[config.mk]
export PLATFORM = sky130hd
export DESIGN_NAME = humidity_temperature_frame_averager_top
export DESIGN_NICKNAME = d
export VERILOG_FILES = /design/src/hw/rtl/htfa_pkg.sv /design/src/hw/rtl/htfa_avg_pipe.sv /design/src/hw/rtl/humidity_temperature_frame_averager_top.sv
export SDC_FILE = /design/constraint.sdc
export NUM_CORES = 1
export LEC_CHECK = 0
export BUFFER_PORTS_ARGS = -buffer_cell sky130_fd_sc_hd__buf_4
export CORE_MARGIN = 5
export CORE_UTILIZATION = 40
export DETAILED_ROUTE_END_ITERATION = 12
export GPL_ROUTABILITY_DRIVEN = 0
export HOLD_SLACK_MARGIN = 0.15
export PLACE_DENSITY_LB_ADDON = 0.25
export SETUP_SLACK_MARGIN = 0.5
export SLEW_MARGIN = 10
export SYNTH_ARGS = -nofsm -noshare
export SYNTH_HDL_FRONTEND = slang
export SYNTH_HIERARCHICAL = 1
export SYNTH_SLANG_ARGS = --single-unit
[constraint.sdc]
create_clock -name clk -period 7.05 [get_ports clk]
set_input_delay 0.3525 -clock clk [delete_from_list [all_inputs] [get_ports clk]]
set_output_delay 0.3525 -clock clk [all_outputs]
set_load 0.1 [all_outputs]
[src/hw/rtl/htfa_pkg.sv]
// Package for the humidity/temperature frame averager.
// Holds the beat payload types, frame byte positions and scaling constants.
// No dependencies.
package htfa_pkg;

  localparam int RAW_W = 20;

  typedef struct packed {
    logic [7:0] rx_byte;
    logic       frame_first;
  } sample_t;

  typedef struct packed {
    logic        [9:0]  humidity_tenths;
    logic signed [11:0] temperature_tenths;
  } result_t;

  // position of the next expected frame byte, idle when no frame is open
  localparam logic [2:0] POS_IDLE     = 3'd0;
  localparam logic [2:0] POS_HUM_HI   = 3'd1;
  localparam logic [2:0] POS_HUM_MID  = 3'd2;
  localparam logic [2:0] POS_SPLIT    = 3'd3;
  localparam logic [2:0] POS_TEMP_MID = 3'd4;
  localparam logic [2:0] POS_TEMP_LO  = 3'd5;
  localparam logic [2:0] POS_LAST     = 3'd6;

  localparam int HUM_SCALE  = 1000;
  localparam int TEMP_SCALE = 2000;

  localparam logic [11:0] TEMP_OFFSET = 12'd500;

endpackage

[src/hw/rtl/htfa_avg_pipe.sv]
// Result pipeline of the frame averager: scales the ring sums to tenths.
// Four elastic stages, the last one is the output register.
// Depends on htfa_pkg.
module htfa_avg_pipe #(
  parameter int AVG_DEPTH = 3
) (
  input  logic                                             clk,
  input  logic                                             rst,
  input  logic                                             sum_valid,
  output logic                                             sum_ready,
  input  logic [htfa_pkg::RAW_W+$clog2(AVG_DEPTH)-1:0]     hum_sum,
  input  logic [htfa_pkg::RAW_W+$clog2(AVG_DEPTH)-1:0]     temp_sum,
  output logic                                             result_valid,
  input  logic                                             result_ready,
  output htfa_pkg::result_t                                result
);

  localparam int SUM_W  = htfa_pkg::RAW_W + $clog2(AVG_DEPTH);
  localparam int PROD_W = SUM_W + 12;
  localparam int Y_W    = PROD_W - htfa_pkg::RAW_W;
  localparam int RS     = Y_W + 3;
  localparam int MUL_W  = Y_W + RS;

  localparam logic [PROD_W-1:0] RND =
    PROD_W'(AVG_DEPTH) << (htfa_pkg::RAW_W - 1);
  localparam logic [MUL_W-1:0] RECIP = MUL_W'((64'd1 << RS) / AVG_DEPTH);
  localparam logic [Y_W-1:0]   DEPTH_Y = Y_W'(AVG_DEPTH);

  logic              v1, v2, v3;
  logic              rdy1, rdy2, rdy3, rdy4;
  logic [SUM_W-1:0]  hs1, ts1;
  logic [Y_W-1:0]    hy2, ty2, hy3, ty3, hq3, tq3;
  logic [PROD_W-1:0] hprod, tprod;
  logic [MUL_W-1:0]  hmul, tmul;
  logic [Y_W-1:0]    hrem, trem, hq, tq;

  assign rdy4      = !result_valid || result_ready;
  assign rdy3      = !v3 || rdy4;
  assign rdy2      = !v2 || rdy3;
  assign rdy1      = !v1 || rdy2;
  assign sum_ready = rdy1;

  always_ff @(posedge clk) begin
    if (rst) begin
      v1           <= 1'b0;
      v2           <= 1'b0;
      v3           <= 1'b0;
      result_valid <= 1'b0;
    end else begin
      if (rdy1) v1 <= sum_valid;
      if (rdy2) v2 <= v1;
      if (rdy3) v3 <= v2;
      if (rdy4) result_valid <= v3;
    end
  end

  // sum * scale + half the divisor, then the power-of-two part of the divide
  always_comb begin
    hprod = PROD_W'(hs1) * PROD_W'(htfa_pkg::HUM_SCALE) + RND;
    tprod = PROD_W'(ts1) * PROD_W'(htfa_pkg::TEMP_SCALE) + RND;
  end

  // reciprocal estimate of y / depth, low by at most one
  always_comb begin
    hmul = MUL_W'(hy2) * RECIP;
    tmul = MUL_W'(ty2) * RECIP;
  end

  // one correction step
  always_comb begin
    hrem = hy3 - hq3 * DEPTH_Y;
    trem = ty3 - tq3 * DEPTH_Y;
    hq   = (hrem >= DEPTH_Y) ? hq3 + Y_W'(1) : hq3;
    tq   = (trem >= DEPTH_Y) ? tq3 + Y_W'(1) : tq3;
  end

  always_ff @(posedge clk) begin
    if (rdy1) begin
      hs1 <= hum_sum;
      ts1 <= temp_sum;
    end
    if (rdy2) begin
      hy2 <= hprod[PROD_W-1:htfa_pkg::RAW_W];
      ty2 <= tprod[PROD_W-1:htfa_pkg::RAW_W];
    end
    if (rdy3) begin
      hy3 <= hy2;
      ty3 <= ty2;
      hq3 <= hmul[MUL_W-1:RS];
      tq3 <= tmul[MUL_W-1:RS];
    end
    if (rdy4) begin
      result.humidity_tenths    <= hq[9:0];
      result.temperature_tenths <= $signed(tq[11:0] - htfa_pkg::TEMP_OFFSET);
    end
  end

endmodule

[src/hw/rtl/humidity_temperature_frame_averager_top.sv]
// Humidity/temperature frame averager: takes sensor frame bytes one per beat,
// keeps running sums over the last AVG_DEPTH frames and emits the averages
// in tenths of a percent and tenths of a degree once AVG_DEPTH frames are in.
// Takes one beat every cycle while sample_ready is high. A frame (flag beat plus
// six bytes) that completes with full rings gives one result through a
// four-stage scaling pipeline whose first register loads on the edge that takes
// its last byte; sample_ready drops only when that pipeline is full behind a
// stalled result. Ring sums are kept as running totals, so no pass over the
// rings is needed per result.
// Depends on htfa_pkg and htfa_avg_pipe.
module humidity_temperature_frame_averager_top #(
  parameter int AVG_DEPTH = 3
) (
  input  logic              clk,
  input  logic              rst,
  input  logic              sample_valid,
  output logic              sample_ready,
  input  htfa_pkg::sample_t sample,
  output logic              result_valid,
  input  logic              result_ready,
  output htfa_pkg::result_t result
);

  localparam int SUM_W  = htfa_pkg::RAW_W + $clog2(AVG_DEPTH);
  localparam int SLOT_W = (AVG_DEPTH > 1) ? $clog2(AVG_DEPTH) : 1;
  localparam int CNT_W  = $clog2(AVG_DEPTH + 1);

  logic [2:0]                  pos;
  logic [htfa_pkg::RAW_W-1:0]  hum_asm, temp_asm;
  logic [htfa_pkg::RAW_W-1:0]  hum_ring  [AVG_DEPTH];
  logic [htfa_pkg::RAW_W-1:0]  temp_ring [AVG_DEPTH];
  logic [SLOT_W-1:0]           slot;
  logic [CNT_W-1:0]            seen;
  logic [SUM_W-1:0]            hum_sum, temp_sum, hum_sum_next, temp_sum_next;

  logic accept, frame_done, full, emit;

  assign accept     = sample_valid && sample_ready;
  assign frame_done = accept && !sample.frame_first && (pos == htfa_pkg::POS_LAST);
  assign full       = (seen == CNT_W'(AVG_DEPTH));
  assign emit       = frame_done && (full || (seen == CNT_W'(AVG_DEPTH - 1)));

  // once the rings are full the slot being written holds the oldest frame
  always_comb begin
    hum_sum_next  = hum_sum + SUM_W'(hum_asm)
                  - (full ? SUM_W'(hum_ring[slot]) : SUM_W'(0));
    temp_sum_next = temp_sum + SUM_W'(temp_asm)
                  - (full ? SUM_W'(temp_ring[slot]) : SUM_W'(0));
  end

  always_ff @(posedge clk) begin
    if (rst) begin
      pos      <= htfa_pkg::POS_IDLE;
      hum_asm  <= '0;
      temp_asm <= '0;
      slot     <= '0;
      seen     <= '0;
      hum_sum  <= '0;
      temp_sum <= '0;
    end else if (accept) begin
      if (sample.frame_first) begin
        pos <= htfa_pkg::POS_HUM_HI;
      end else begin
        case (pos)
          htfa_pkg::POS_HUM_HI: begin
            hum_asm[19:12] <= sample.rx_byte;
            pos            <= htfa_pkg::POS_HUM_MID;
          end
          htfa_pkg::POS_HUM_MID: begin
            hum_asm[11:4] <= sample.rx_byte;
            pos           <= htfa_pkg::POS_SPLIT;
          end
          htfa_pkg::POS_SPLIT: begin
            hum_asm[3:0]    <= sample.rx_byte[7:4];
            temp_asm[19:16] <= sample.rx_byte[3:0];
            pos             <= htfa_pkg::POS_TEMP_MID;
          end
          htfa_pkg::POS_TEMP_MID: begin
            temp_asm[15:8] <= sample.rx_byte;
            pos            <= htfa_pkg::POS_TEMP_LO;
          end
          htfa_pkg::POS_TEMP_LO: begin
            temp_asm[7:0] <= sample.rx_byte;
            pos           <= htfa_pkg::POS_LAST;
          end
          htfa_pkg::POS_LAST: begin
            pos      <= htfa_pkg::POS_IDLE;
            hum_sum  <= hum_sum_next;
            temp_sum <= temp_sum_next;
            slot     <= (slot == SLOT_W'(AVG_DEPTH - 1)) ? '0 : slot + SLOT_W'(1);
            if (!full) seen <= seen + CNT_W'(1);
          end
          default: ;
        endcase
      end
    end
  end

  always_ff @(posedge clk) begin
    if (frame_done) begin
      hum_ring[slot]  <= hum_asm;
      temp_ring[slot] <= temp_asm;
    end
  end

  htfa_avg_pipe #(
    .AVG_DEPTH(AVG_DEPTH)
  ) u_avg_pipe (
    .clk         (clk),
    .rst         (rst),
    .sum_valid   (emit),
    .sum_ready   (sample_ready),
    .hum_sum     (hum_sum_next),
    .temp_sum    (temp_sum_next),
    .result_valid(result_valid),
    .result_ready(result_ready),
    .result      (result)
  );

endmodule

==> summary.md, run 1 <==
| Metric | Value |
|---|---|
| Final instance area | `34300 µm²` |
| Yosys top cell area share | `25.5%` |
| Port bufs | `36` |
| DPL Wire Length | `48700 µm` |
| Worst EP required | `7350 ps` |
| DR WL/cell | `15.2 µm` |
| Critical Path Source Type | `flip-flop` |
| Site Rows | `102` |
| Final Skew | `37.5 ps` |
| Via-to-Cell Ratio | `4.96` |
| Crit end category | `flip-flop` |
| Gate Count Post-Synth | `2967` |
| Setup TNS | `0 ps` |
| Worst-Skew Late Latency | `590 ps` |
| Wirelength, routed | `61800 µm` |
| CTS tree | `done` |
| Placed Instances | `3988` |
| Syn Nets | `3661` |
| Total CTS buffers | `42` |
| Top area cells in the synthesized netlist | `edfxtp_1 (25%), fa_1 (19%), ha_1 (15%)` |
| Asr flop ratio synth | `0%` |
| First-pass GRT wire length | `105000 µm` |
| Hold WC Path Type | `in -> reg` |
| Distinct cells, synth | `99` |
| Slew @ Worst Pin | `1060 ps` |
| Post-synthesis average cell area | `10.6 µm²` |
| Clock Sinks | `363` |
| Area Growth Syn to Fin | `9.32%` |
| DRC viols | `0` |
| Final period utilization | `87.1%` |
| Fin cells | `4076` |
| Initial antenna violation count | `0` |
| Worst-path fanout max | `9` |
| Worst reg2reg setup slack | `910 ps` |
| Fin. Hold Viols | `0` |
| WP data arrival | `6440 ps` |
| Ports | `37` |
| Root Driver | `clkbuf_16` |
| WHS | `207 ps` |
| Outcome | `complete, no violations` |
| Count leader, synth | `inv_1` |
| Die width | `290 µm` |
| Max Clk Rate | `163 MHz` |
| Fill cell count | `7387` |
| Yosys reg bits | `363` |
| Synth area leader | `edfxtp_1` |
| Max Slew Vio Count | `0` |
| Synth warnings | `6` |
| Crit path setup slack, layout | `908 ps` |
| Fraction of layout cells with a size suffix above 1 | `5.76%` |
| Leakage power | `15.6 nW` |
| Design Power | `16.3 mW` |
| Critical path type | `reg -> reg` |
| Starting Density | `40.4%` |
| Clock buffer depth | `3` |
| H-tree depth | `2` |
| Mapped Area | `31400 µm²` |
| VDD IR-drop max | `0.818 mV` |
| Power per Cell Area | `474 nW/µm²` |
| Post-layout net count | `3696` |
| Placed cell areas | `32800 µm²` |
| Synth cell count leaders | `inv_1 (558), ha_1 (385), fa_1 (296)` |
| Vias | `20200` |
| Antenna cells | `0` |
| Post-synth EDFFs | `266` |
| Min Tclk post-route | `6140 ps` |
| Die area | `84100 µm²` |
| GRT Util Overall | `14.7%` |
| Die Y | `290 µm` |
| Max cap viols | `0` |
| RSZ-0062 raised after global routing | `no` |
| Rel. slew slack | `29.4%` |
| Vias in the first global route | `21100` |
| Final setup viols | `0` |
| Pin count of the biggest net entering global routing | `60` |
| Core Util, Final | `44.2%` |
| Predominant post-synthesis flop cell | `edfxtp_1` |
| Clk pin slew, worst setup/hold paths | `60 ps` |
| GRT overflow | `0` |
| Sequential area share after synthesis | `31.7%` |
| First DRT Iteration DRCs | `769` |
| Routed Antenna Nets | `0` |
| Setup slack at placement | `657 ps` |
| Core footprint | `77600 µm²` |
| TritonRoute pass-1 iters | `5` |
[kinds of logic after synthesis]
| logic type | count (synthesis) | share of synthesized area [%] |
|---|---|---|
| flops | 363 | 31.7 |
| simple gates | 602 | 9.54 |
| fa+ha+maj | 681 | 34.3 |
| mux | 94 | 3.03 |
| xor+xnor | 148 | 4.16 |
| compound gates | 452 | 9.76 |
| buf+inv | 627 | 7.59 |
[report_power, final]
group          switching (mW)  leakage [nW]  total [mW]  internal, mW
sequential              0.172          3.57        3.07          2.89
combinational            6.20          11.3        11.0          4.83
clock                   0.907         0.665        2.16          1.25
total                    7.28          15.6        16.3          8.98
[flip-flops by register name (all words and copies together), names as in the netlist, 2 cells and up, named ones only]
register	count
temp_sum	22
u_avg_pipe/hs1	22
slot	2
hum_sum	22
temp_asm	20
seen	2
temp_ring	60
u_avg_pipe/hy2	13
hum_asm	20
hum_ring	60
u_avg_pipe/hq3	13
u_avg_pipe/result	22
pos	3
u_avg_pipe/ty3	14
u_avg_pipe/ty2	14
u_avg_pipe/ts1	22
u_avg_pipe/hy3	13
u_avg_pipe/tq3	13
[metal layers]
metal	global-route usage [%]	up-vias	wire length, µm
met3	1.94	81	2270
met4	3.18	0	1120
met2	24.9	306	29300
met1	20.2	9738	29100
met5	0	-	0
li1	-	10100	-
[worst max-delay path: stages (launching register included)]
cell       delay (ps)
edfxtp_1          420
inv_1             230
fa_1              480
fa_1              510
inv_1              50
fa_1              490
inv_1              50
fa_1              490
inv_1              40
ha_1              310
a2111oi_0         550
and2_1            220
o2111ai_1         170
and3_1            260
o21a_1            210
or4b_1            480
a31oi_1           280
nand2_1           130
or2_2             310
xor2_1            160
[path summary, 6_finish.rpt]
kind              cells after the start               start                       to
setup / recovery                     19  u_avg_pipe/ts1[13]       u_avg_pipe/ty2[11]
hold / removal                        4        result_ready  u_avg_pipe/result_valid
setup reg to reg                     19  u_avg_pipe/ts1[13]       u_avg_pipe/ty2[11]
hold reg to reg                       2       u_avg_pipe/v2            u_avg_pipe/v3
[timing repair]
action | 4_1_cts | 5_1_grt
endpoints found under the setup margin | 0 | 5
gates resized for setup | 0 | 4
hold endpoints to repair | 43 | 0
buffers inserted | 0 | 1
hold buffers | 9 | 0
[cells in the final DEF, fill, tap and decap left out, drive strengths merged, types with 8 or more instances in the layout]
cell type    synthesis  layout
a211oi              18      18
a21o                46      46
a21oi              118     118
a31oi               14      14
and2                50      50
and3                23      23
buf                 18      51
clkbuf              51      54
clkinv               0      18
dfxtp               97      97
dlygate4sd3          0       9
edfxtp             266     266
fa                 296     296
ha                 385     385
inv                558     560
mux2i               89      89
nand2              158     158
nand2b               9       9
nand3               39      39
nand4               28      28
nor2               165     165
nor2b               17      17
nor3                37      37
nor3b               10      10
o211ai              11      11
o21a                25      25
o21ai              109     109
o21bai              13      13
o31ai                8       8
or2                 10      10
or3                 12      12
xnor2              100     100
xor2                48      48
[layout make-up]
class / count / area [µm²] / area share, %
multi-input cells: 1977 / 19100 / 55.8
flip-flops and latches: 363 / 9930 / 29.0
inverters: 558 / 2090 / 6.11
well taps: 1040 / 1300 / 3.80
clock buffers: 54 / 1130 / 3.29
repair buffers: 60 / 473 / 1.38
clock inverters: 24 / 236 / 0.690
Power figures use the tool's default switching activity.
==> inputs of run 2 (changes only) <==
--- a/config.mk
+++ b/config.mk
@@ -5,10 +5,10 @@
 export SDC_FILE = /design/constraint.sdc
 export NUM_CORES = 1
 export LEC_CHECK = 0
-export BUFFER_PORTS_ARGS = -buffer_cell sky130_fd_sc_hd__buf_4
 export CORE_MARGIN = 5
 export CORE_UTILIZATION = 40
 export DETAILED_ROUTE_END_ITERATION = 12
+export DONT_BUFFER_PORTS = 1
 export GPL_ROUTABILITY_DRIVEN = 0
 export HOLD_SLACK_MARGIN = 0.15
 export PLACE_DENSITY_LB_ADDON = 0.25
==> run 2 against run 1 <==
Clock power rose by 10%. Total power increased by 1.1%. Combinational power about the same. Sequential cell count did not move. Core utilization shrank 0.065 points. Largest power group unchanged.
==> summary.md, run 2 (synthesis gave the netlist of run 1 again) <==
| Metric | Value |
|---|---|
| Initial antenna violation count | `2` |
| Worst-path fanout max | `9` |
| Final period utilization | `87.1%` |
| Wire length on met3 | `2070 µm` |
| Wirelength, routed | `62400 µm` |
| Site Rows | `102` |
| Buf/Inv on CP | `4` |
| Slowest stage delay, CP | `560 ps` |
| Critical Path Source Type | `flip-flop` |
| R2R cell count | `19` |
| Worst-Skew Late Latency | `590 ps` |
| Die width | `290 µm` |
| Crit end category | `flip-flop` |
| R2r endpoint | `u_avg_pipe/ty2[11]` |
| Fin. Hold Viols | `0` |
| DRC viols | `0` |
| RSZ-0062 raised after global routing | `no` |
| Max Slew Vio Count | `0` |
| Critical path, cell by cell | `inv_1 -> fa_1 -> fa_1 -> inv_1 -> fa_1 -> inv_1 -> fa_1 -> inv_1 -> ha_1 -> a2111oi_0 -> and2_1 -> o2111ai_1 -> and3_1 -> o21a_1 -> or4b_1 -> a31oi_1 -> nand2_1 -> or2_2 -> xor2_1` |
| Critical path type | `reg -> reg` |
| Outcome | `complete, no violations` |
| Uppermost layer routed | `met4` |
| Worst setup endpoint | `u_avg_pipe/ty2[11]` |
| GRT Util Overall | `14.8%` |
| CTS tree | `done` |
| Die area | `84100 µm²` |
| Sw power | `7.30 mW` |
| Core Util, Final | `44.1%` |
| Hold WC Path Type | `in -> reg` |
| Starting Density | `40.4%` |
| Slowest-stage cell, CP | `a2111oi_0` |
| Min Tclk post-route | `6140 ps` |
| Area Growth Syn to Fin | `9.16%` |
| First DRT Iteration DRCs | `904` |
| Pin count of the biggest net entering global routing | `100` |
| Via-to-Cell Ratio | `4.97` |
| WP depth | `19` |
| Clk pin slew, worst setup/hold paths | `60 ps` |
| Delay-heaviest family, CP | `adder cells` |
| Reg power frac | `20.6%` |
| Clock buffer depth | `3` |
| Slew @ Worst Pin | `1030 ps` |
| Final Skew | `38.9 ps` |
| Vias in the first global route | `21200` |
| Largest regs | `hum_ring x60, temp_ring x60` |
| DPL Wire Length | `48200 µm` |
| Worst reg2reg setup slack | `910 ps` |
| WHS | `182 ps` |
| Crit path from | `u_avg_pipe/ts1[14]` |
| Port bufs | `0` |
| Max cap viols | `0` |
| Worst EP required | `7350 ps` |
| Leakage power | `15.5 nW` |
| DR WL/cell | `15.4 µm` |
| Critical R2R Launch | `u_avg_pipe/ts1[14]` |
| Switching share of power | `44.4%` |
| Most frequent cells in the layout | `inv_1 (558), ha_1 (385), fa_1 (296), edfxtp_1 (266), nor2_1 (163)` |
| Comb pwr share | `65.0%` |
| VDD IR-drop max | `0.964 mV` |
| Clk pwr share | `14.5%` |
| Routed Antenna Nets | `0` |
| Setup TNS | `0 ps` |
| M1 WL | `29700 µm` |
| Total CTS buffers | `44` |
| Power per Cell Area | `480 nW/µm²` |
| Root Driver | `clkbuf_16` |
| Commonest non-fill, non-tap cell in the layout | `inv_1` |
| Clock Sinks | `363` |
| Vias | `20100` |
| Post-layout net count | `3664` |
| Core footprint | `77600 µm²` |
| Final setup viols | `0` |
| GRT overflow | `0` |
| H-tree depth | `2` |
| Fill cell count | `7339` |
| First-pass GRT wire length | `106000 µm` |
| Pint | `9.14 mW` |
| Die Y | `290 µm` |
| Rel. slew slack | `31.2%` |
| Met2 Wirelength | `29500 µm` |
| Fraction of layout cells with a size suffix above 1 | `4.76%` |
| TritonRoute pass-1 iters | `5` |
| Ports | `37` |
| WP data arrival | `6440 ps` |
| Max Clk Rate | `163 MHz` |
| Post-CTS Setup Bufs | `0` |
-- run 2: changes by cell type in the layout (fill, tap and decap cells not counted), moves of 2 or more --
cell / before / now
bufinv_16: 3 / 8
clkinv_2: 7 / 9
buf_4: 51 / 10
clkinv_4: 2 / 0
clkinvlp_4: 1 / 6
clkbuf_1: 10 / 5
dlygate4sd3_1: 9 / 15
clkinv_1: 8 / 5
-- run 2: worst register-to-register path, stage by stage (launching register included) --
cell       delay (ps)
edfxtp_1          420
inv_1             230
fa_1              490
fa_1              520
inv_1              50
fa_1              490
inv_1              50
fa_1              490
inv_1              40
ha_1              310
a2111oi_0         560
and2_1            220
o2111ai_1         170
and3_1            260
o21a_1            210
or4b_1            460
a31oi_1           270
nand2_1           130
or2_2             310
xor2_1            160
-- run 2: timing repair --
action	CTS	global route
hold endpoints to repair	94	0
hold buffers	16	0
endpoints found under the setup margin	0	2
gates resized for setup	0	2
-- run 2: power by group through the flow --
stage	registers (mW)	clock network (mW)	logic, mW
floorplan	3.36	0	8.52
global placement	3.43	0	10.3
detailed placement	3.43	0	10.6
CTS	3.39	2.45	10.8
global route	3.41	2.53	12.5
finish	3.38	2.38	10.7
-- run 2: area by class of cell --
class | instances | area (µm²) | area share, %
inverter | 558 | 2090 | 6.12
clock inverter | 30 | 399 | 1.17
tap | 1040 | 1300 | 3.80
sequential | 363 | 9930 | 29.0
antenna | 1 | 2.50 | 0.00731
multi-input combinational | 1977 | 19100 | 55.8
timing repair buffer | 26 | 253 | 0.738
clock buffer | 50 | 1130 | 3.31
-- run 2: how the worst min path moves through the flow --
stage / start / to / slack [ps] / depth (start not counted)
final: rst / u_avg_pipe/v3 / 180 / 2
after global placement: hum_sum[13] / hum_sum[13] / 440 / 2
after detailed placement: temp_sum[0] / temp_sum[0] / 450 / 2
after floorplan: rst / u_avg_pipe/result_valid / 420 / 1
after CTS: rst / u_avg_pipe/v3 / 160 / 2
after global routing: rst / u_avg_pipe/v3 / 180 / 2
-- run 2: per-stage QoR --
stage               cells  instance area [µm²]  setup WS (ps)  power, mW
floorplan            2967                31400           1080       11.9
global placement     3948                32500            745       13.7
detailed placement   3948                32500            645       14.1
CTS                  4044                34200            642       16.7
global route         4045                34200            521       18.4
finish               4045                34200            906       16.4
-- run 2: layer usage --
layer  track usage, %  vias up
met5                0        -
met1             20.0     9748
met4             3.22        0
li1                 -    10000
met2             25.4      278
met3             2.06       77
==> inputs of run 3 (changes only) <==
--- a/config.mk
+++ b/config.mk
@@ -5,6 +5,7 @@
 export SDC_FILE = /design/constraint.sdc
 export NUM_CORES = 1
 export LEC_CHECK = 0
+export ABC_AREA = 1
 export CORE_MARGIN = 5
 export CORE_UTILIZATION = 40
 export DETAILED_ROUTE_END_ITERATION = 12
==> run 3 against run 2 <==
Sequential cell count unchanged. Cell count up 21%. Cell area up 5.5%. Non-clock buffer count up 1. Critical path depth up 1. Sequential share of layout area down 1.5 points. Register-to-register slack better by 470 ps. Via count up 15%. Synthesized cell count up 27%.
==> summary.md, run 3 <==
| Metric | Value |
|---|---|
| Outcome | `complete, no violations` |
| Die width | `298 µm` |
| Rel. slew slack | `33.8%` |
| Max cap viols | `0` |
| DPL Wire Length | `55100 µm` |
| Final Skew | `31.2 ps` |
| Setup TNS | `0 ps` |
| Post-layout net count | `4490` |
| Starting Density | `40.4%` |
| Post-synthesis average cell area | `8.81 µm²` |
| Mapped Area | `33300 µm²` |
| Yosys reg bits | `363` |
| Critical Path Source Type | `flip-flop` |
| Top area cells in the synthesized netlist | `edfxtp_1 (24%), fa_1 (18%), ha_1 (14%)` |
| Pin count of the biggest net entering global routing | `74` |
| Most frequent cells in the layout | `inv_1 (908), nand2_1 (657), ha_1 (385), fa_1 (296), a21oi_1 (278)` |
| Worst EP required | `7370 ps` |
| Hold WC Path Type | `in -> reg` |
| Critical R2R Launch | `u_avg_pipe/ty2[10]` |
| Worst-path fanout max | `5` |
| Synth cell count leaders | `inv_1 (910), nand2_1 (659), ha_1 (385)` |
| Synth warnings | `6` |
| Clock Sinks | `363` |
| Count leader, synth | `inv_1` |
| Clk pin slew, worst setup/hold paths | `60 ps` |
| Delay-heaviest family, CP | `adder cells` |
| Asr flop ratio synth | `0%` |
| Crit path from | `u_avg_pipe/ty2[10]` |
| Total CTS buffers | `42` |
| Site Rows | `105` |
| DRC viols | `0` |
| Yosys top cell area share | `24.0%` |
| Via-to-Cell Ratio | `4.74` |
| Distinct cells, synth | `52` |
| Max Slew Vio Count | `0` |
| GRT overflow | `0` |
| Initial antenna violation count | `0` |
| Antenna cells | `0` |
| TritonRoute pass-1 iters | `5` |
| Core footprint | `82200 µm²` |
| Ports | `37` |
| Slowest-stage cell, CP | `fa_1` |
| Vias in the first global route | `23800` |
| Vias | `23200` |
| Post-synth EDFFs | `266` |
| Largest regs | `hum_ring x60, temp_ring x60` |
| Syn Nets | `4467` |
| GRT Util Overall | `15.6%` |
| H-tree depth | `2` |
| Fin. Hold Viols | `0` |
| Root Driver | `clkbuf_16` |
| Crit end category | `flip-flop` |
| Buf/Inv on CP | `4` |
| WP data arrival | `5990 ps` |
| Slew @ Worst Pin | `992 ps` |
| Predominant post-synthesis flop cell | `edfxtp_1` |
| Resized Gates After CTS | `0` |
| Area Growth Syn to Fin | `8.61%` |
| Port bufs | `0` |
| Die area | `89000 µm²` |
| First-pass GRT wire length | `116000 µm` |
| Slowest stage delay, CP | `600 ps` |
| Min Tclk post-route | `5680 ps` |
| Hold wc startpoint | `sample_valid` |
| Crit path setup slack, layout | `1370 ps` |
| Sequential area share after synthesis | `29.9%` |
| Clock buffer depth | `3` |
| Routed Antenna Nets | `0` |
| DR WL/cell | `13.9 µm` |
| Critical path, cell by cell | `ha_1 -> inv_1 -> fa_1 -> inv_1 -> fa_1 -> inv_1 -> fa_1 -> inv_1 -> fa_1 -> ha_1 -> ha_1 -> nand2_1 -> nor2_1 -> nand2_1 -> o21ai_0 -> a21boi_0 -> o21ai_0 -> nand2_1 -> nand3_1 -> nand2_1` |
| Final period utilization | `80.5%` |
| Critical path type | `reg -> reg` |
| CTS tree | `done` |
| Final setup viols | `0` |
| Setup slack at placement | `1350 ps` |
| Commonest non-fill, non-tap cell in the layout | `inv_1` |
| Max Clk Rate | `176 MHz` |
| Wirelength, routed | `68200 µm` |
| Gate Count Post-Synth | `3773` |
| Synth area leader | `edfxtp_1` |
| First DRT Iteration DRCs | `990` |
| Die Y | `298 µm` |
| Fraction of layout cells with a size suffix above 1 | `4.26%` |
| Worst-Skew Late Latency | `590 ps` |
| RSZ-0062 raised after global routing | `no` |
==> run 3: path summary, 6_finish.rpt <==
check / endpoint / slack [ps] / cells past startpoint
max: u_avg_pipe/tq3[11] / 1370 / 20
min: pos[0] / 200 / 5
max reg2reg: u_avg_pipe/tq3[11] / 1370 / 20
min reg2reg: u_avg_pipe/v3 / 460 / 2
==> run 3: per-stage QoR <==
stage	util (%)	cells	hold slack, ps	instance area (µm²)
floorplan	-	3773	422	33300
global placement	41.9	4807	432	34500
detailed placement	41.9	4807	431	34500
CTS	43.9	4899	160	36100
global route	43.9	4899	284	36100
finish	43.9	4899	200	36100
==> run 3: cell type report <==
class / count / area (µm²)
sequential: 363 / 9930
tap: 1070 / 1340
inverter: 912 / 3420
timing repair buffer: 27 / 258
clock inverter: 20 / 332
clock buffer: 57 / 1170
multi-input combinational: 2450 / 19700
fill: 8094 / 46100
==> run 3: worst reg2reg max path, delay by kind of cell (launching register included) <==
family,cells,cell delay [ps]
fa+ha+maj,7,3130
compound gates,3,950
simple gates,6,570
flops,1,450
buf+inv,4,320
==> run 3: logic make-up (layout without fill, tap and decap cells) <==
family          Yosys count  after routing  synth area share [%]
simple gates           1096           1096                  14.0
buf+inv                 960           1016                  11.1
fa+ha+maj               681            681                  32.3
compound gates          509            509                  8.14
flops                   363            363                  29.9
xor+xnor                124            124                  3.27
mux                      40             40                  1.35
==> run 3: repair_timing <==
item,4_1_cts,5_1_grt
buffers inserted,0,0
hold buffers,15,0
hold endpoints to repair,85,0
==> run 3: layer usage <==
metal	vias up	track usage (%)	part of all wire (%)
li1	12000	-	-
met1	10900	21.0	48
met2	231	27.0	47
met3	94	1.70	2.5
met4	0	3.82	2.2
met5	-	0	0
Power of run 3 is left out: the tool's default activity adds up to more than one toggle a clock period on the data nets, which glitch-free logic cannot reach.
